`src/rtl/core/assert_macros.svh`:
```
`ifndef ASSERT_MACROS_SVH
`define ASSERT_MACROS_SVH

// Property that must hold at every rising clock edge outside reset.
`define ASSERT_PROP(lbl, clk, rst, prop, msg) \
   lbl: assert property (@(posedge clk) disable iff (rst) prop) else $error(msg);

// Condition that must never be seen at a rising clock edge outside reset.
`define ASSERT_NEVER(lbl, clk, rst, expr, msg) \
   lbl: assert property (@(posedge clk) disable iff (rst) !(expr)) else $error(msg);

`endif

```
`src/rtl/core/pmss_pkg.sv`:
```
package pmss_pkg;

   localparam int BUFFER_SAMPLES_DEFAULT = 64;
   localparam int PHASE_BITS_DEFAULT     = 32;

   // configuration port
   localparam int CSR_INDEX_W = 2;
   localparam int CSR_DATA_W  = 32;

   typedef enum logic [CSR_INDEX_W-1:0] {
      CSR_TUNING_WORD = 2'd0,
      CSR_OUT_GAIN    = 2'd1,
      CSR_MUTE_ENABLE = 2'd2
   } csr_index_type;

   localparam logic [31:0] TUNING_WORD_RESET = 32'd39370534;
   localparam logic [15:0] OUT_GAIN_RESET    = 16'd32768;

   // fixed-point constants
   localparam logic [12:0] ALPHA_Q16  = 13'd7864;       // 0.12
   localparam logic [15:0] SCALE_Q16  = 16'd45875;      // 0.7
   localparam logic [14:0] CLIP_Q15   = 15'd22937;      // 0.7
   localparam logic [15:0] UNITY_GAIN = 16'd32768;
   localparam logic [29:0] PI4_Q30    = 30'd843314857;  // pi/4
   localparam logic [29:0] ONE_Q29    = 30'd536870912;
   localparam logic [14:0] FULL_SCALE = 15'd32767;

   // reciprocals for the Taylor divisions, floor(2^k / d)
   localparam logic [31:0] RECIP6   = 32'd2863311530;   // k = 34
   localparam logic [30:0] RECIP120 = 31'd1145324612;   // k = 37

   // shared multiplier
   localparam int MUL_A_W = 33;
   localparam int MUL_B_W = 32;
   localparam int PROD_W  = MUL_A_W + MUL_B_W;

   // microcode
   localparam int PC_W = 5;
   localparam logic [PC_W-1:0] PC_IDLE   = PC_W'(0);
   localparam logic [PC_W-1:0] PC_SAMPLE = PC_W'(6);
   localparam logic [PC_W-1:0] PC_MUTE   = PC_W'(16);

   typedef enum logic [3:0] {
      MUL_NONE,
      MUL_SMOOTH,
      MUL_GAINSCALE,
      MUL_AMP,
      MUL_FULLSCALE,
      MUL_ANGLE,
      MUL_SQ,
      MUL_CUBE,
      MUL_FIFTH,
      MUL_DIV6,
      MUL_DIV120,
      MUL_OUT
   } mul_op_type;

   typedef enum logic [3:0] {
      LD_NONE,
      LD_SMOOTH,
      LD_AMPK,
      LD_FOLD,
      LD_R,
      LD_R2,
      LD_R3,
      LD_R5,
      LD_D6,
      LD_D120,
      LD_SIN,
      LD_EMIT,
      LD_MUTE_EMIT
   } ld_op_type;

   typedef enum logic [1:0] {
      JMP_NEXT,
      JMP_ACCEPT,
      JMP_LOOP,
      JMP_GOTO
   } jmp_type;

   typedef struct packed {
      mul_op_type      mul_op;
      ld_op_type       ld_op;
      jmp_type         jmp;
      logic            wait_out;
      logic [PC_W-1:0] target;
   } ucode_word_type;

   typedef struct packed {
      logic       start;
      logic       restart;
      mul_op_type mul_op;
      ld_op_type  ld_op;
   } dp_ctrl_type;

   function automatic ucode_word_type uw(input mul_op_type m, input ld_op_type l,
                                         input jmp_type j, input logic wo,
                                         input logic [PC_W-1:0] t);
      ucode_word_type w;
      w = '{mul_op: m, ld_op: l, jmp: j, wait_out: wo, target: t};
      return w;
   endfunction

   function automatic ucode_word_type ucode_rom(input logic [PC_W-1:0] pc);
      ucode_word_type w;
      unique case (pc)
         PC_W'(0):  w = uw(MUL_NONE,      LD_NONE,      JMP_ACCEPT, 1'b0, PC_IDLE);
         PC_W'(1):  w = uw(MUL_SMOOTH,    LD_NONE,      JMP_NEXT,   1'b0, PC_IDLE);
         PC_W'(2):  w = uw(MUL_GAINSCALE, LD_SMOOTH,    JMP_NEXT,   1'b0, PC_IDLE);
         PC_W'(3):  w = uw(MUL_AMP,       LD_NONE,      JMP_NEXT,   1'b0, PC_IDLE);
         PC_W'(4):  w = uw(MUL_FULLSCALE, LD_NONE,      JMP_NEXT,   1'b0, PC_IDLE);
         PC_W'(5):  w = uw(MUL_NONE,      LD_AMPK,      JMP_NEXT,   1'b0, PC_IDLE);
         PC_W'(6):  w = uw(MUL_ANGLE,     LD_FOLD,      JMP_NEXT,   1'b0, PC_IDLE);
         PC_W'(7):  w = uw(MUL_SQ,        LD_R,         JMP_NEXT,   1'b0, PC_IDLE);
         PC_W'(8):  w = uw(MUL_CUBE,      LD_R2,        JMP_NEXT,   1'b0, PC_IDLE);
         PC_W'(9):  w = uw(MUL_FIFTH,     LD_R3,        JMP_NEXT,   1'b0, PC_IDLE);
         PC_W'(10): w = uw(MUL_DIV6,      LD_R5,        JMP_NEXT,   1'b0, PC_IDLE);
         PC_W'(11): w = uw(MUL_DIV120,    LD_D6,        JMP_NEXT,   1'b0, PC_IDLE);
         PC_W'(12): w = uw(MUL_NONE,      LD_D120,      JMP_NEXT,   1'b0, PC_IDLE);
         PC_W'(13): w = uw(MUL_NONE,      LD_SIN,       JMP_NEXT,   1'b0, PC_IDLE);
         PC_W'(14): w = uw(MUL_OUT,       LD_NONE,      JMP_NEXT,   1'b0, PC_IDLE);
         PC_W'(15): w = uw(MUL_NONE,      LD_EMIT,      JMP_LOOP,   1'b1, PC_SAMPLE);
         PC_W'(16): w = uw(MUL_NONE,      LD_MUTE_EMIT, JMP_LOOP,   1'b1, PC_MUTE);
         default:   w = uw(MUL_NONE,      LD_NONE,      JMP_GOTO,   1'b0, PC_IDLE);
      endcase
      return w;
   endfunction

endpackage

```
`src/rtl/core/pmss_req_if.sv`:
```
interface pmss_req_if;
   logic               valid;
   logic               ready;
   logic [15:0]        amp_target;
   logic signed [15:0] phase_offset;
   logic               restart_phase;

   modport source (output valid, output amp_target, output phase_offset,
                   output restart_phase, input ready);
   modport sink   (input valid, input amp_target, input phase_offset,
                   input restart_phase, output ready);
endinterface

```
`src/rtl/core/pmss_rsp_if.sv`:
```
interface pmss_rsp_if;
   logic               valid;
   logic               ready;
   logic signed [15:0] pcm_sample;
   logic               last_in_buffer;

   modport source (output valid, output pcm_sample, output last_in_buffer, input ready);
   modport sink   (input valid, input pcm_sample, input last_in_buffer, output ready);
endinterface

```
`src/rtl/core/pmss_datapath.sv`:
```
`include "assert_macros.svh"

module pmss_datapath #(
   parameter int PHASE_BITS = pmss_pkg::PHASE_BITS_DEFAULT
) (
   input  logic                  clock,
   input  logic                  reset,
   input  pmss_pkg::dp_ctrl_type ctrl,
   input  logic [15:0]           amp_target,
   input  logic signed [15:0]    phase_offset,
   input  logic [31:0]           tuning_word,
   input  logic [15:0]           out_gain,
   output logic signed [15:0]    sample
);

   localparam int PAD = 32 - PHASE_BITS;

   logic [15:0]                   raw_ff, raw_in;
   logic [15:0]                   offs_ff, offs_in;
   logic [PHASE_BITS-1:0]         acc_ff, acc_in;
   logic [23:0]                   sm_ff, sm_in;
   logic [pmss_pkg::PROD_W-1:0]   prod_ff, prod_in;
   logic [29:0]                   ampk_ff, ampk_in;
   logic                          neg_ff, neg_in;
   logic [29:0]                   r_ff, r_in;
   logic [30:0]                   r2_ff, r2_in;
   logic [30:0]                   r3_ff, r3_in;
   logic [32:0]                   r5_ff, r5_in;
   logic [28:0]                   d6_ff, d6_in;
   logic [26:0]                   d120_ff, d120_in;
   logic [29:0]                   sin_ff, sin_in;

   logic [pmss_pkg::MUL_A_W-1:0]  mul_a;
   logic [pmss_pkg::MUL_B_W-1:0]  mul_b;
   logic [pmss_pkg::PROD_W-1:0]   mul_p;

   logic [23:0] target, diff;
   logic        up;
   logic [15:0] gain_c;
   logic [16:0] amp_raw;
   logic [14:0] amp_clip;
   logic [31:0] phase_full;
   logic [32:0] fold_a, fold_b;
   logic [28:0] q6;
   logic [31:0] rem6;
   logic [26:0] q120;
   logic [33:0] rem120;
   logic [32:0] sum_s;
   logic [15:0] mag;

   // smoothing gap
   assign target = {raw_ff, 8'h00};
   assign up     = target >= sm_ff;
   assign diff   = up ? (target - sm_ff) : (sm_ff - target);

   assign gain_c   = (out_gain > pmss_pkg::UNITY_GAIN) ? pmss_pkg::UNITY_GAIN : out_gain;
   assign amp_raw  = prod_ff[54:38];
   assign amp_clip = (amp_raw > 17'(pmss_pkg::CLIP_Q15)) ? pmss_pkg::CLIP_Q15 : amp_raw[14:0];

   // phase fold into a quarter turn magnitude
   assign phase_full = (32'(acc_ff) << PAD) + {offs_ff, 16'h0000};
   assign fold_a = phase_full[31] ? (33'h1_0000_0000 - {1'b0, phase_full})
                                  : {1'b0, phase_full};
   assign fold_b = (fold_a > 33'h0_4000_0000) ? (33'h0_8000_0000 - fold_a) : fold_a;

   // reciprocal division with a single correction step
   assign q6     = prod_ff[62:34];
   assign rem6   = 32'(r3_ff) - ((32'(q6) << 2) + (32'(q6) << 1));
   assign q120   = prod_ff[63:37];
   assign rem120 = 34'(r5_ff) - ((34'(q120) << 7) - (34'(q120) << 3));

   assign sum_s = 33'(r_ff) - 33'(d6_ff) + 33'(d120_ff);

   assign mag    = prod_ff[59:44];
   assign sample = neg_ff ? $signed(16'(16'd0 - mag)) : $signed(mag);

   always_comb begin
      unique case (ctrl.mul_op)
         pmss_pkg::MUL_SMOOTH: begin
            mul_a = 33'(diff);
            mul_b = 32'(pmss_pkg::ALPHA_Q16);
         end
         pmss_pkg::MUL_GAINSCALE: begin
            mul_a = 33'(gain_c);
            mul_b = 32'(pmss_pkg::SCALE_Q16);
         end
         pmss_pkg::MUL_AMP: begin
            mul_a = 33'(sm_ff);
            mul_b = prod_ff[31:0];
         end
         pmss_pkg::MUL_FULLSCALE: begin
            mul_a = 33'(amp_clip);
            mul_b = 32'(pmss_pkg::FULL_SCALE);
         end
         pmss_pkg::MUL_ANGLE: begin
            mul_a = 33'(fold_b[30:0]);
            mul_b = 32'(pmss_pkg::PI4_Q30);
         end
         pmss_pkg::MUL_SQ: begin
            mul_a = 33'(prod_ff[59:30]);
            mul_b = 32'(prod_ff[59:30]);
         end
         pmss_pkg::MUL_CUBE: begin
            mul_a = 33'(prod_ff[59:29]);
            mul_b = 32'(r_ff);
         end
         pmss_pkg::MUL_FIFTH: begin
            mul_a = 33'(prod_ff[59:29]);
            mul_b = 32'(r2_ff);
         end
         pmss_pkg::MUL_DIV6: begin
            mul_a = 33'(r3_ff);
            mul_b = pmss_pkg::RECIP6;
         end
         pmss_pkg::MUL_DIV120: begin
            mul_a = r5_ff;
            mul_b = 32'(pmss_pkg::RECIP120);
         end
         pmss_pkg::MUL_OUT: begin
            mul_a = 33'(ampk_ff);
            mul_b = 32'(sin_ff);
         end
         default: begin
            mul_a = '0;
            mul_b = '0;
         end
      endcase
   end

   assign mul_p   = mul_a * mul_b;
   assign prod_in = (ctrl.mul_op == pmss_pkg::MUL_NONE) ? prod_ff : mul_p;

   always_comb begin
      raw_in  = raw_ff;
      offs_in = offs_ff;
      acc_in  = acc_ff;
      sm_in   = sm_ff;
      ampk_in = ampk_ff;
      neg_in  = neg_ff;
      r_in    = r_ff;
      r2_in   = r2_ff;
      r3_in   = r3_ff;
      r5_in   = r5_ff;
      d6_in   = d6_ff;
      d120_in = d120_ff;
      sin_in  = sin_ff;

      if (ctrl.start) begin
         raw_in  = amp_target;
         offs_in = phase_offset;
         if (ctrl.restart) begin
            acc_in = '0;
         end
      end

      unique case (ctrl.ld_op)
         pmss_pkg::LD_SMOOTH: sm_in   = up ? (sm_ff + prod_ff[39:16]) : (sm_ff - prod_ff[39:16]);
         pmss_pkg::LD_AMPK:   ampk_in = prod_ff[29:0];
         pmss_pkg::LD_FOLD:   neg_in  = phase_full[31];
         pmss_pkg::LD_R:      r_in    = prod_ff[59:30];
         pmss_pkg::LD_R2:     r2_in   = prod_ff[59:29];
         pmss_pkg::LD_R3:     r3_in   = prod_ff[59:29];
         pmss_pkg::LD_R5:     r5_in   = prod_ff[61:29];
         pmss_pkg::LD_D6:     d6_in   = q6 + 29'(rem6 >= 32'd6);
         pmss_pkg::LD_D120:   d120_in = q120 + 27'(rem120 >= 34'd120);
         pmss_pkg::LD_SIN: begin
            // saturate overshoot near a quarter turn; a negative sum wraps high too
            if (sum_s[32] || (sum_s[31:0] > 32'(pmss_pkg::ONE_Q29))) begin
               sin_in = pmss_pkg::ONE_Q29;
            end else begin
               sin_in = sum_s[29:0];
            end
         end
         pmss_pkg::LD_EMIT:   acc_in  = acc_ff + tuning_word[PHASE_BITS-1:0];
         default: ;
      endcase
   end

   always_ff @(posedge clock) begin
      if (reset) begin
         acc_ff <= '0;
         sm_ff  <= '0;
      end else begin
         acc_ff <= acc_in;
         sm_ff  <= sm_in;
      end
   end

   always_ff @(posedge clock) begin
      raw_ff  <= raw_in;
      offs_ff <= offs_in;
      prod_ff <= prod_in;
      ampk_ff <= ampk_in;
      neg_ff  <= neg_in;
      r_ff    <= r_in;
      r2_ff   <= r2_in;
      r3_ff   <= r3_in;
      r5_ff   <= r5_in;
      d6_ff   <= d6_in;
      d120_ff <= d120_in;
      sin_ff  <= sin_in;
   end

   `ASSERT_PROP(a_div6_exact, clock, reset, (ctrl.ld_op == pmss_pkg::LD_D6) |=> ((34'(d6_ff) * 34'd6 <= 34'(r3_ff)) && (34'(r3_ff) < 34'(d6_ff) * 34'd6 + 34'd6)), "x/6 correction off")
   `ASSERT_PROP(a_div120_exact, clock, reset, (ctrl.ld_op == pmss_pkg::LD_D120) |=> ((35'(d120_ff) * 35'd120 <= 35'(r5_ff)) && (35'(r5_ff) < 35'(d120_ff) * 35'd120 + 35'd120)), "x/120 correction off")
   `ASSERT_PROP(a_sin_sat, clock, reset, (ctrl.ld_op == pmss_pkg::LD_SIN) |=> (sin_ff <= pmss_pkg::ONE_Q29), "sine above one")

endmodule

```
`src/rtl/core/phase_modulated_sine_synth_core.sv`:
```
// Phase-modulated sine oscillator (32-bit DDS with smoothed amplitude).
// Input channel req_ch: one transfer per buffer, carrying amp_target,
// phase_offset and restart_phase. Output channel rsp_ch: BUFFER_SAMPLES
// transfers per request, signed 16-bit pcm_sample, last_in_buffer on the last.
// A request is taken only while the sequencer sits at its idle step.
// A buffer starts with setup steps for the smoothed amplitude and the gain;
// each sample then runs the per-sample microprogram: ten steps sharing one
// 33x32 multiplier for the angle scale, the Taylor powers, the reciprocal
// divisions and the output.
// Muted buffers skip the arithmetic: one zero sample per cycle while the
// receiver stays ready.
// The output register holds one sample, so the next one is computed while
// the last waits; a stalled receiver stops the sequencer at its emit step.
// Reset (synchronous, active high) clears the phase accumulator, the smoothed
// amplitude and the output valid flag, and loads the register reset values.
// csr_* writes are registered and should only be issued while idle.

`include "assert_macros.svh"

module phase_modulated_sine_synth_core #(
   parameter int BUFFER_SAMPLES = pmss_pkg::BUFFER_SAMPLES_DEFAULT,
   parameter int PHASE_BITS     = pmss_pkg::PHASE_BITS_DEFAULT
) (
   input  logic                             clock,
   input  logic                             reset,
   pmss_req_if.sink                         req_ch,
   pmss_rsp_if.source                       rsp_ch,
   input  logic                             csr_write_enable,
   input  logic [pmss_pkg::CSR_INDEX_W-1:0] csr_index,
   input  logic [pmss_pkg::CSR_DATA_W-1:0]  csr_write_data
);

   localparam int CNT_W = (BUFFER_SAMPLES > 1) ? $clog2(BUFFER_SAMPLES) : 1;
   localparam logic [CNT_W-1:0] CNT_LAST = CNT_W'(BUFFER_SAMPLES - 1);

   // configuration registers
   logic [31:0] tuning_ff, tuning_in;
   logic [15:0] gain_ff, gain_in;
   logic        mute_ff, mute_in;

   // sequencer
   logic [pmss_pkg::PC_W-1:0] pc_ff, pc_in;
   logic [CNT_W-1:0]          cnt_ff, cnt_in;
   pmss_pkg::ucode_word_type  uword;
   pmss_pkg::dp_ctrl_type     dp_ctrl;
   logic                      slot_free, stall, accept, at_last, emit, mute_emit;

   // output register
   logic               rsp_valid_ff, rsp_valid_in;
   logic signed [15:0] pcm_ff, pcm_in;
   logic               last_ff, last_in;
   logic signed [15:0] dp_sample;

   always_comb begin
      tuning_in = tuning_ff;
      gain_in   = gain_ff;
      mute_in   = mute_ff;
      if (csr_write_enable) begin
         unique case (pmss_pkg::csr_index_type'(csr_index))
            pmss_pkg::CSR_TUNING_WORD: tuning_in = csr_write_data;
            pmss_pkg::CSR_OUT_GAIN:    gain_in   = csr_write_data[15:0];
            pmss_pkg::CSR_MUTE_ENABLE: mute_in   = csr_write_data[0];
            default: ;  // unmapped index, write dropped
         endcase
      end
   end

   // control word for the current step
   assign uword     = pmss_pkg::ucode_rom(pc_ff);
   assign slot_free = !rsp_valid_ff || rsp_ch.ready;
   assign stall     = uword.wait_out && !slot_free;

   assign req_ch.ready = (uword.jmp == pmss_pkg::JMP_ACCEPT);
   assign accept       = req_ch.valid && req_ch.ready;
   assign at_last      = (cnt_ff == CNT_LAST);

   assign emit      = !stall && ((uword.ld_op == pmss_pkg::LD_EMIT) ||
                                 (uword.ld_op == pmss_pkg::LD_MUTE_EMIT));
   assign mute_emit = uword.ld_op == pmss_pkg::LD_MUTE_EMIT;

   always_comb begin
      unique case (uword.jmp)
         pmss_pkg::JMP_NEXT:   pc_in = pc_ff + pmss_pkg::PC_W'(1);
         pmss_pkg::JMP_ACCEPT: begin
            if (!accept) begin
               pc_in = pc_ff;
            end else if (mute_ff) begin
               pc_in = pmss_pkg::PC_MUTE;   // muted buffers skip all arithmetic
            end else begin
               pc_in = pc_ff + pmss_pkg::PC_W'(1);
            end
         end
         pmss_pkg::JMP_LOOP: begin
            if (stall) begin
               pc_in = pc_ff;
            end else if (at_last) begin
               pc_in = pmss_pkg::PC_IDLE;
            end else begin
               pc_in = uword.target;
            end
         end
         pmss_pkg::JMP_GOTO:   pc_in = uword.target;
         default:              pc_in = pmss_pkg::PC_IDLE;
      endcase
   end

   always_comb begin
      cnt_in = cnt_ff;
      if (accept) begin
         cnt_in = '0;
      end else if (emit) begin
         cnt_in = cnt_ff + CNT_W'(1);
      end
   end

   // restart is ignored on muted buffers; stalled steps load nothing
   always_comb begin
      dp_ctrl.start   = accept;
      dp_ctrl.restart = req_ch.restart_phase && !mute_ff;
      dp_ctrl.mul_op  = uword.mul_op;
      dp_ctrl.ld_op   = stall ? pmss_pkg::LD_NONE : uword.ld_op;
   end

   pmss_datapath #(
      .PHASE_BITS (PHASE_BITS)
   ) u_datapath (
      .clock        (clock),
      .reset        (reset),
      .ctrl         (dp_ctrl),
      .amp_target   (req_ch.amp_target),
      .phase_offset (req_ch.phase_offset),
      .tuning_word  (tuning_ff),
      .out_gain     (gain_ff),
      .sample       (dp_sample)
   );

   // output register: loaded on emit, freed on transfer
   always_comb begin
      rsp_valid_in = rsp_valid_ff;
      pcm_in       = pcm_ff;
      last_in      = last_ff;
      if (emit) begin
         rsp_valid_in = 1'b1;
         pcm_in       = mute_emit ? 16'sd0 : dp_sample;
         last_in      = at_last;
      end else if (rsp_ch.ready) begin
         rsp_valid_in = 1'b0;
      end
   end

   assign rsp_ch.valid          = rsp_valid_ff;
   assign rsp_ch.pcm_sample     = pcm_ff;
   assign rsp_ch.last_in_buffer = last_ff;

   always_ff @(posedge clock) begin
      if (reset) begin
         tuning_ff    <= pmss_pkg::TUNING_WORD_RESET;
         gain_ff      <= pmss_pkg::OUT_GAIN_RESET;
         mute_ff      <= 1'b0;
         pc_ff        <= pmss_pkg::PC_IDLE;
         cnt_ff       <= '0;
         rsp_valid_ff <= 1'b0;
      end else begin
         tuning_ff    <= tuning_in;
         gain_ff      <= gain_in;
         mute_ff      <= mute_in;
         pc_ff        <= pc_in;
         cnt_ff       <= cnt_in;
         rsp_valid_ff <= rsp_valid_in;
      end
   end

   always_ff @(posedge clock) begin
      pcm_ff  <= pcm_in;
      last_ff <= last_in;
   end

   `ASSERT_NEVER(a_no_overwrite, clock, reset, emit && rsp_valid_ff && !rsp_ch.ready, "sample overwritten")
   `ASSERT_PROP(a_last_to_idle, clock, reset, (emit && at_last) |=> (pc_ff == pmss_pkg::PC_IDLE), "no idle after last")
   `ASSERT_PROP(a_accept_clears, clock, reset, accept |=> (cnt_ff == '0), "count not cleared")

endmodule

```
`src/flat_wrapper.sv`:
```
// flat-port wrapper written by rule: the top's interface ports become plain ports
module phase_modulated_sine_synth_core_flat 
#(
   parameter int BUFFER_SAMPLES = pmss_pkg::BUFFER_SAMPLES_DEFAULT,
   parameter int PHASE_BITS     = pmss_pkg::PHASE_BITS_DEFAULT
)
  (clock, reset, csr_write_enable, csr_index, csr_write_data, req_ch_valid, req_ch_amp_target, req_ch_phase_offset, req_ch_restart_phase, req_ch_ready, rsp_ch_valid, rsp_ch_pcm_sample, rsp_ch_last_in_buffer, rsp_ch_ready);
  pmss_req_if req_ch_i ();
  pmss_rsp_if rsp_ch_i ();
  input  logic clock;
  input  logic reset;
  input  logic csr_write_enable;
  input  logic [pmss_pkg::CSR_INDEX_W-1:0] csr_index;
  input  logic [pmss_pkg::CSR_DATA_W-1:0] csr_write_data;
  input wire logic [$bits(req_ch_i.valid)-1:0] req_ch_valid;
  input wire logic [$bits(req_ch_i.amp_target)-1:0] req_ch_amp_target;
  input wire logic [$bits(req_ch_i.phase_offset)-1:0] req_ch_phase_offset;
  input wire logic [$bits(req_ch_i.restart_phase)-1:0] req_ch_restart_phase;
  output wire logic [$bits(req_ch_i.ready)-1:0] req_ch_ready;
  output wire logic [$bits(rsp_ch_i.valid)-1:0] rsp_ch_valid;
  output wire logic [$bits(rsp_ch_i.pcm_sample)-1:0] rsp_ch_pcm_sample;
  output wire logic [$bits(rsp_ch_i.last_in_buffer)-1:0] rsp_ch_last_in_buffer;
  input wire logic [$bits(rsp_ch_i.ready)-1:0] rsp_ch_ready;
  assign req_ch_i.valid = req_ch_valid;
  assign req_ch_i.amp_target = req_ch_amp_target;
  assign req_ch_i.phase_offset = req_ch_phase_offset;
  assign req_ch_i.restart_phase = req_ch_restart_phase;
  assign req_ch_ready = req_ch_i.ready;
  assign rsp_ch_valid = rsp_ch_i.valid;
  assign rsp_ch_pcm_sample = rsp_ch_i.pcm_sample;
  assign rsp_ch_last_in_buffer = rsp_ch_i.last_in_buffer;
  assign rsp_ch_i.ready = rsp_ch_ready;
  phase_modulated_sine_synth_core #(.BUFFER_SAMPLES(BUFFER_SAMPLES), .PHASE_BITS(PHASE_BITS)) u_core (.clock(clock), .reset(reset), .req_ch(req_ch_i), .rsp_ch(rsp_ch_i), .csr_write_enable(csr_write_enable), .csr_index(csr_index), .csr_write_data(csr_write_data));
endmodule
```
`config.mk`:
```
export PLATFORM = sky130hd
export DESIGN_NAME = phase_modulated_sine_synth_core_flat
export DESIGN_NICKNAME = d
export VERILOG_FILES = /design/src/rtl/core/pmss_pkg.sv /design/src/rtl/core/pmss_req_if.sv /design/src/rtl/core/pmss_rsp_if.sv /design/src/rtl/core/pmss_datapath.sv /design/src/rtl/core/phase_modulated_sine_synth_core.sv /design/src/flat_wrapper.sv
export VERILOG_INCLUDE_DIRS = /design/src /design/src/rtl/core
export SDC_FILE = /design/constraint.sdc
export NUM_CORES = 2
export LEC_CHECK = 0
export BUFFER_PORTS_ARGS = -buffer_cell sky130_fd_sc_hd__buf_2
export CORE_MARGIN = 2
export CORE_UTILIZATION = 30
export DETAILED_ROUTE_END_ITERATION = 10
export GPL_ROUTABILITY_DRIVEN = 0
export SYNTH_ARGS = -nofsm -noshare
export SYNTH_HDL_FRONTEND = slang
export SYNTH_SLANG_ARGS = --single-unit
export TNS_END_PERCENT = 10
```
`constraint.sdc`:
```
create_clock -name clock -period 35.4 [get_ports clock]
set_input_delay 7.08 -clock clock [delete_from_list [all_inputs] [get_ports clock]]
set_output_delay 7.08 -clock clock [all_outputs]
set_load 0.05 [all_outputs]
```
### Word-level counts from Yosys, hierarchy flattened

Memories as Yosys holds them, arrays and structs flattened. A register that Yosys moved wholly into a read port is not among the register bits.
Cells that the tools add are included.

* $lt $le $gt $ge: 7
* add/subtract/negate cells: 19
* mux-type cells: 22
* reduce and logical (&&, ||, !) cells: 24
* eq/ne operators: 32
* multiply operators: 1

Operators with widths (count)
* $pmux 32 s11: 1
* $pmux 33 s10: 1
* $mux 32: 3
* $sub 24x24->24: 3
* $add 32x32->32: 2
* $mul 33x32->64: 1
* $mux 24: 2
* $eq 4x4->1 const B: 10
* $ge 34x7->1 const B: 1
* $sub 33x34->34: 1
* $sub 34x30->34: 1
* $gt 33x31->1 const B: 1
* $mux 33: 1
* $sub 33x32->33 const A: 1
* $add 31x28->32: 1
* $add 31x30->32: 1
* $eq 4x3->1 const B: 8
* $ge 32x3->1 const B: 1
* $gt 32x30->1 const B: 1
* $mux 16: 2
* $sub 31x32->32: 1
* $mux 31: 1
* $sub 1x31->31 const A: 1
* $sub 30x29->31: 1
* 28 further kinds: 58

* word-level logic and storage cells: 128
* input port bits: 72
* bits in registers: 472
* memories kept: 1
* memory bits (read-only): 448

Memory list
* (name not given): depth 32, bits a word 14, read ports 1, clocked after Yosys merged registers in 1, wr ports 0, line pmss_pkg.sv:106 `unique case (pc)`

### Depth between registers and ports, before layout

* depth after elaboration: 8
* mapped depth: 48

### Cells and area by module

Synthesis repeated with hierarchy kept, for this count alone.

* cells, all modules: 7699
* area, all modules: 69075.0 µm²

Modules (own cells, without submodules)
* pmss_datapath: instances 1, cells an instance 7295, seq. area each 11270.8 µm², area an instance 65385.2 µm²
* phase_modulated_sine_synth_core: instances 1, cells an instance 404, seq. area each 1991.9 µm², area an instance 3689.8 µm²

### Worst setup path after synthesis

Ideal clock, no wire load.

* path type: register to register
* from: reg u_core.u_datapath.offs_ff[0]
* to: reg u_core.u_datapath.prod_ff[61] (netlist bit) (data pin)
* cell stages (with the launch flop): 42
* data required time: 35.141 ns
* slack: 23.923 ns
* arrival time: 11.219 ns
* setup time: 0.259 ns
* path through: edfxtp_1 ha_1 fa_1 a211o_1 a21oi_1 nor3_1 a211oi_1 o211ai_1 or4_1 a21oi_1 o2111a_1 a21oi_2 buf_2 o21ai_1 mux2i_2 or2_0 buf_2 buf_2 (+6 left out) fa_1 inv_1 fa_1 fa_1 fa_1 fa_1 ha_1 nand2_1 or3_1 a2111oi_0 o21ai_0 o21ai_0 a22oi_1 o311ai_0 and3_1 a311o_1 a21oi_1 xnor2_1

* cells in the longest elaborated chain, start to end: 7
* elaborated cells on any way between the ends: 8
* classes of those cells: add/sub (3); mul (1); order compare (1); mux (3)

RTL lines
* from (decl): line pmss_datapath.sv:19 `logic [15:0] offs_ff, offs_in;`
* from (signal assigned): line pmss_datapath.sv:191 `offs_ff <= offs_in;`
* $add 32x32->32 (*): line pmss_datapath.sv:61 `assign phase_full = (32'(acc_ff) << PAD) + {offs_ff, 16'h0000};`
* $sub 33x32->33: line pmss_datapath.sv:62 `assign fold_a = phase_full[31] ? (33'h1_0000_0000 - {1'b0, phase_full})`
* $mux 33 (*): line pmss_datapath.sv:62
* $sub 1x31->31 or $gt 33x31->1 (tied branches): line pmss_datapath.sv:64 `assign fold_b = (fold_a > 33'h0_4000_0000) ? (33'h0_8000_0000 - fold_a) : fold_a;`
* $mux 31 (*): line pmss_datapath.sv:64
* $pmux 33 s10 (*): line pmss_datapath.sv:78 `unique case (ctrl.mul_op)`
* $mul 33x32->64 (*): line pmss_datapath.sv:130 `assign mul_p = mul_a * mul_b;`
* net u_core.u_datapath.mul_p (one bit): line pmss_datapath.sv:35 `logic [pmss_pkg::PROD_W-1:0] mul_p;`
* to (signal assigned): line pmss_datapath.sv:192 `prod_ff <= prod_in;`
* to (decl): line pmss_datapath.sv:22 `logic [pmss_pkg::PROD_W-1:0] prod_ff, prod_in;`

The timed path passes the listed nets; every way through them passes the cells marked *.
A chain may end at the register's enable or synchronous reset.

### Final worst setup path

* from: reg u_core.u_datapath.offs_ff[2]
* to: reg u_core.u_datapath.prod_ff[61] (netlist bit) (data pin)

The elaborated chain is that of the path after synthesis.

==> results.md <==
- Cell row count: around 180
- I/O Pins: ~90
- Hold_sp: u_core.tuning_ff[30]
- # Post-CTS Setup Buffers: 0
- Antenna violations before repair: 10
- Critical path arrival: approximately 17 ns
- Hold slack final: roughly 0.46 ns
- Layout cells sized above 1: 0.0589
- DRT Pass-1 Iters: 6
- Worst relative slew slack: 0.00533
- DRT antenna net count: 0
- Crit-path max cell delay: approximately 1.2 ns
- RSZ-0062 raised after global routing: false
- Sink Count: between 400 and 500
- CTS tree: yes
- Chip Width: roughly 480 um
- Fmax: slightly above 60 MHz
- Post-Syn Instances: ~7600
- Dpl cell area: ~0.073 mm2
- Crit end category: register
- IO buf count: 90
- Count of state elements after synthesis: roughly 490
- Yosys top cell by area: fa_1
- Pwr dens: 79.3 mW/mm2
- Lkg Pwr: approximately 34 nW
- Synth Cell Area: between 0.06 and 0.07 mm2
- H-tree depth: 2
- Fin. Hold Viols: 0
- Drt total wl: ~240000 um
- Pin count of the biggest net entering global routing: 60
- Fin Clk Skew: ~0.032 ns
- Via Count: 57900
- Global Route Usage Sum: 0.209
- CP Max Fanout: 36
- Ys flop type: edfxtp_1
- Maxcap violations: 1
- Fin. max-slew vios: 0
- Top cell type's share of synthesized area: 0.287
- Fin area: between 0.07 and 0.08 mm2
- Most frequent cells in the layout: inv_1, fa_1, nand2_1
- Worst path required time: around 36 ns
- R2R Path End: u_core.u_datapath.prod_ff[61]
- TNS Setup: 0 ns
- Core Area: about 0.23 mm2
- Number of synthesized flops with an enable pin: roughly 360
- First-pass GRT wire length: around 370000 um
- Maximum vdd drop: ~0.071 mV
- Area Growth Syn to Fin: 9.11%
- Post-Syn Area per Cell: between 8 and 9 um2
- Post-layout nets: ~9300
- Synth unique cells: between 100 and 150
- Initial Util: 0.301
- Hold_buf cts: 0
- Die height: around 480 um
- Critical register-to-register path startpoint: u_core.u_datapath.offs_ff[2]
- Vias in the first global route: slightly below 60000
- Number of vias per cell: roughly 5.4
- Post-synthesis async set-or-reset flop share: 0
- R2r setup slk: about 19 ns
- Least-Margin Pin Slew: between 1 and 1.5 ns
- Initial DRC count: 6438
- DIE AREA: around 0.23 mm2
- Root Driver: clkbuf_16
- # setup viols final: 0
- Hold Path Class: reg -> reg
- FILL cells: about 23000
- Drt drc: 0
- Most common cell after layout, fill and taps aside: inv_1
- R2R cell count: 40
- Clock Latency Late Sink: 0.68 ns
- HPWL after DPL: roughly 190000 um
- Seq/Total Area, Yosys: 0.194
- Clock buffer depth: 3
- Final period utilization: 0.460
- Gr ovfl total: 0
- CP Launch Type: register
- CTS buffer count: between 50 and 60
- Ranking of synthesized cells by area: fa_1, edfxtp_1, ha_1
- Tmin final: about 16 ns
- Failing checks: max-capacitance violations
- Post-cts sizing count: 0
- Routed wire per std cell: 22.8 um
- Crit. Startpoint: u_core.u_datapath.offs_ff[2]
- Clock slew at reported path FFs: around 0.060 ns
- Ys Warns: 0
- Status: finished with violations
- WS Path Type: reg -> reg
- CP max stage cell: clkinv_1
- Most frequent CP cell: fa_1
- Worst Setup EP: u_core.u_datapath.prod_ff[61]
-- where the power goes --
group / switching, W / total [W] / internal (W)
Clock: 0.000274 / 0.000587 / 0.000313
Sequential: 0.000113 / 0.000906 / 0.000793
Combinational: 0.00299 / 0.00443 / 0.00144
Total: 0.00338 / 0.00593 / 0.00255
-- synth_stat cells, drive strengths merged (48+ instances only) --
cell and number:
nand4 77, buf 65, ha 558, nand2b 48, o21ai 223, xnor2 246
nor3 103, clkbuf 257, fa 982, inv 1273, nor2b 51, and2 50
a31oi 49, nand2 874, dfxtp 130, nand3 102, a22oi 76, a21oi 459
edfxtp 355, a21o 160, xor2 93, nor2 736
-- area by class of cell --
| class | instances | area [um2] | area share |
|---|---|---|---|
| diodes | 4 | 10.0 | 0.000134 |
| well taps | 3009 | 3760 | 0.0504 |
| clock inverters | 38 | 355 | 0.00475 |
| inverters | 1276 | 4790 | 0.0641 |
| multi-input cells | 5611 | 49500 | 0.663 |
| repair buffers | 239 | 1580 | 0.0211 |
| flip-flops and latches | 485 | 13300 | 0.177 |
| clock buffers | 64 | 1440 | 0.0193 |
-- cells by family after synthesis --
family	share of synthesized area
buffers and inverters	0.0888
AND/OR/NAND/NOR	0.151
multiplexers	0.00480
AO/OA/AOI/OAI	0.130
XOR/XNOR	0.0433
flip-flops	0.194
other	0.000110
adder cells (fa/ha/maj)	0.389
-- metal layers --
| layer | up-vias | share of wire | track usage |
|---|---|---|---|
| met2 | 3275 | 0.43 | 0.317 |
| met5 | - | 0 | 0 |
| met4 | 0 | 0.059 | 0.101 |
| met3 | 667 | 0.11 | 0.0503 |
| met1 | 28900 | 0.40 | 0.277 |
| li1 | 25100 | - | - |
-- metrics by stage --
step	instances	util	total power [W]	worst slack, ns
floorplan	7694	-	0.00366	23.92
global placement	10600	0.321	0.00510	19.57
detailed placement	10600	0.321	0.00516	19.63
CTS	10700	0.329	0.00579	19.60
global route	10700	0.329	0.00630	18.58
finish	10700	0.329	0.00593	19.11
-- registers in the layout, indices dropped and copies added (netlist names), 16 cells and up --
name and flops:
u_core.gain_ff 16, u_core.u_datapath.prod_ff 64, u_core.u_datapath.acc_ff 32, u_core.u_datapath.r_ff 30
u_core.rsp_ch.pcm_sample 16, u_core.u_datapath.d120_ff 27, u_core.u_datapath.d6_ff 29, u_core.u_datapath.raw_ff 16
u_core.u_datapath.r2_ff 31, u_core.tuning_ff 32, u_core.u_datapath.r5_ff 33, u_core.u_datapath.sm_ff 24
u_core.u_datapath.sin_ff 30, u_core.u_datapath.r3_ff 31, u_core.u_datapath.offs_ff 16, u_core.u_datapath.ampk_ff 30
-- worst min path at each step --
stage                                   endpoint  slack (ns)  depth (start not counted)
finish                      u_core.tuning_ff[30]        0.46                          2
global route                u_core.tuning_ff[31]        0.49                          2
CTS                 u_core.u_datapath.ampk_ff[0]        0.47                          0
detailed placement  u_core.u_datapath.ampk_ff[0]        0.45                          0
global placement    u_core.u_datapath.ampk_ff[0]        0.45                          0
floorplan           u_core.u_datapath.ampk_ff[7]        0.42                          0
-- worst max-delay path, delay by kind of cell (launching register included) --
kind | cells | cell delay, ns
adder cells (fa/ha/maj) | 10 | 4.81
AO/OA/AOI/OAI | 12 | 4.05
AND/OR/NAND/NOR | 9 | 3.12
buffers and inverters | 6 | 1.89
multiplexers | 2 | 1.58
flip-flops | 1 | 0.37
XOR/XNOR | 1 | 0.13
Power figures use the tool's default switching activity.
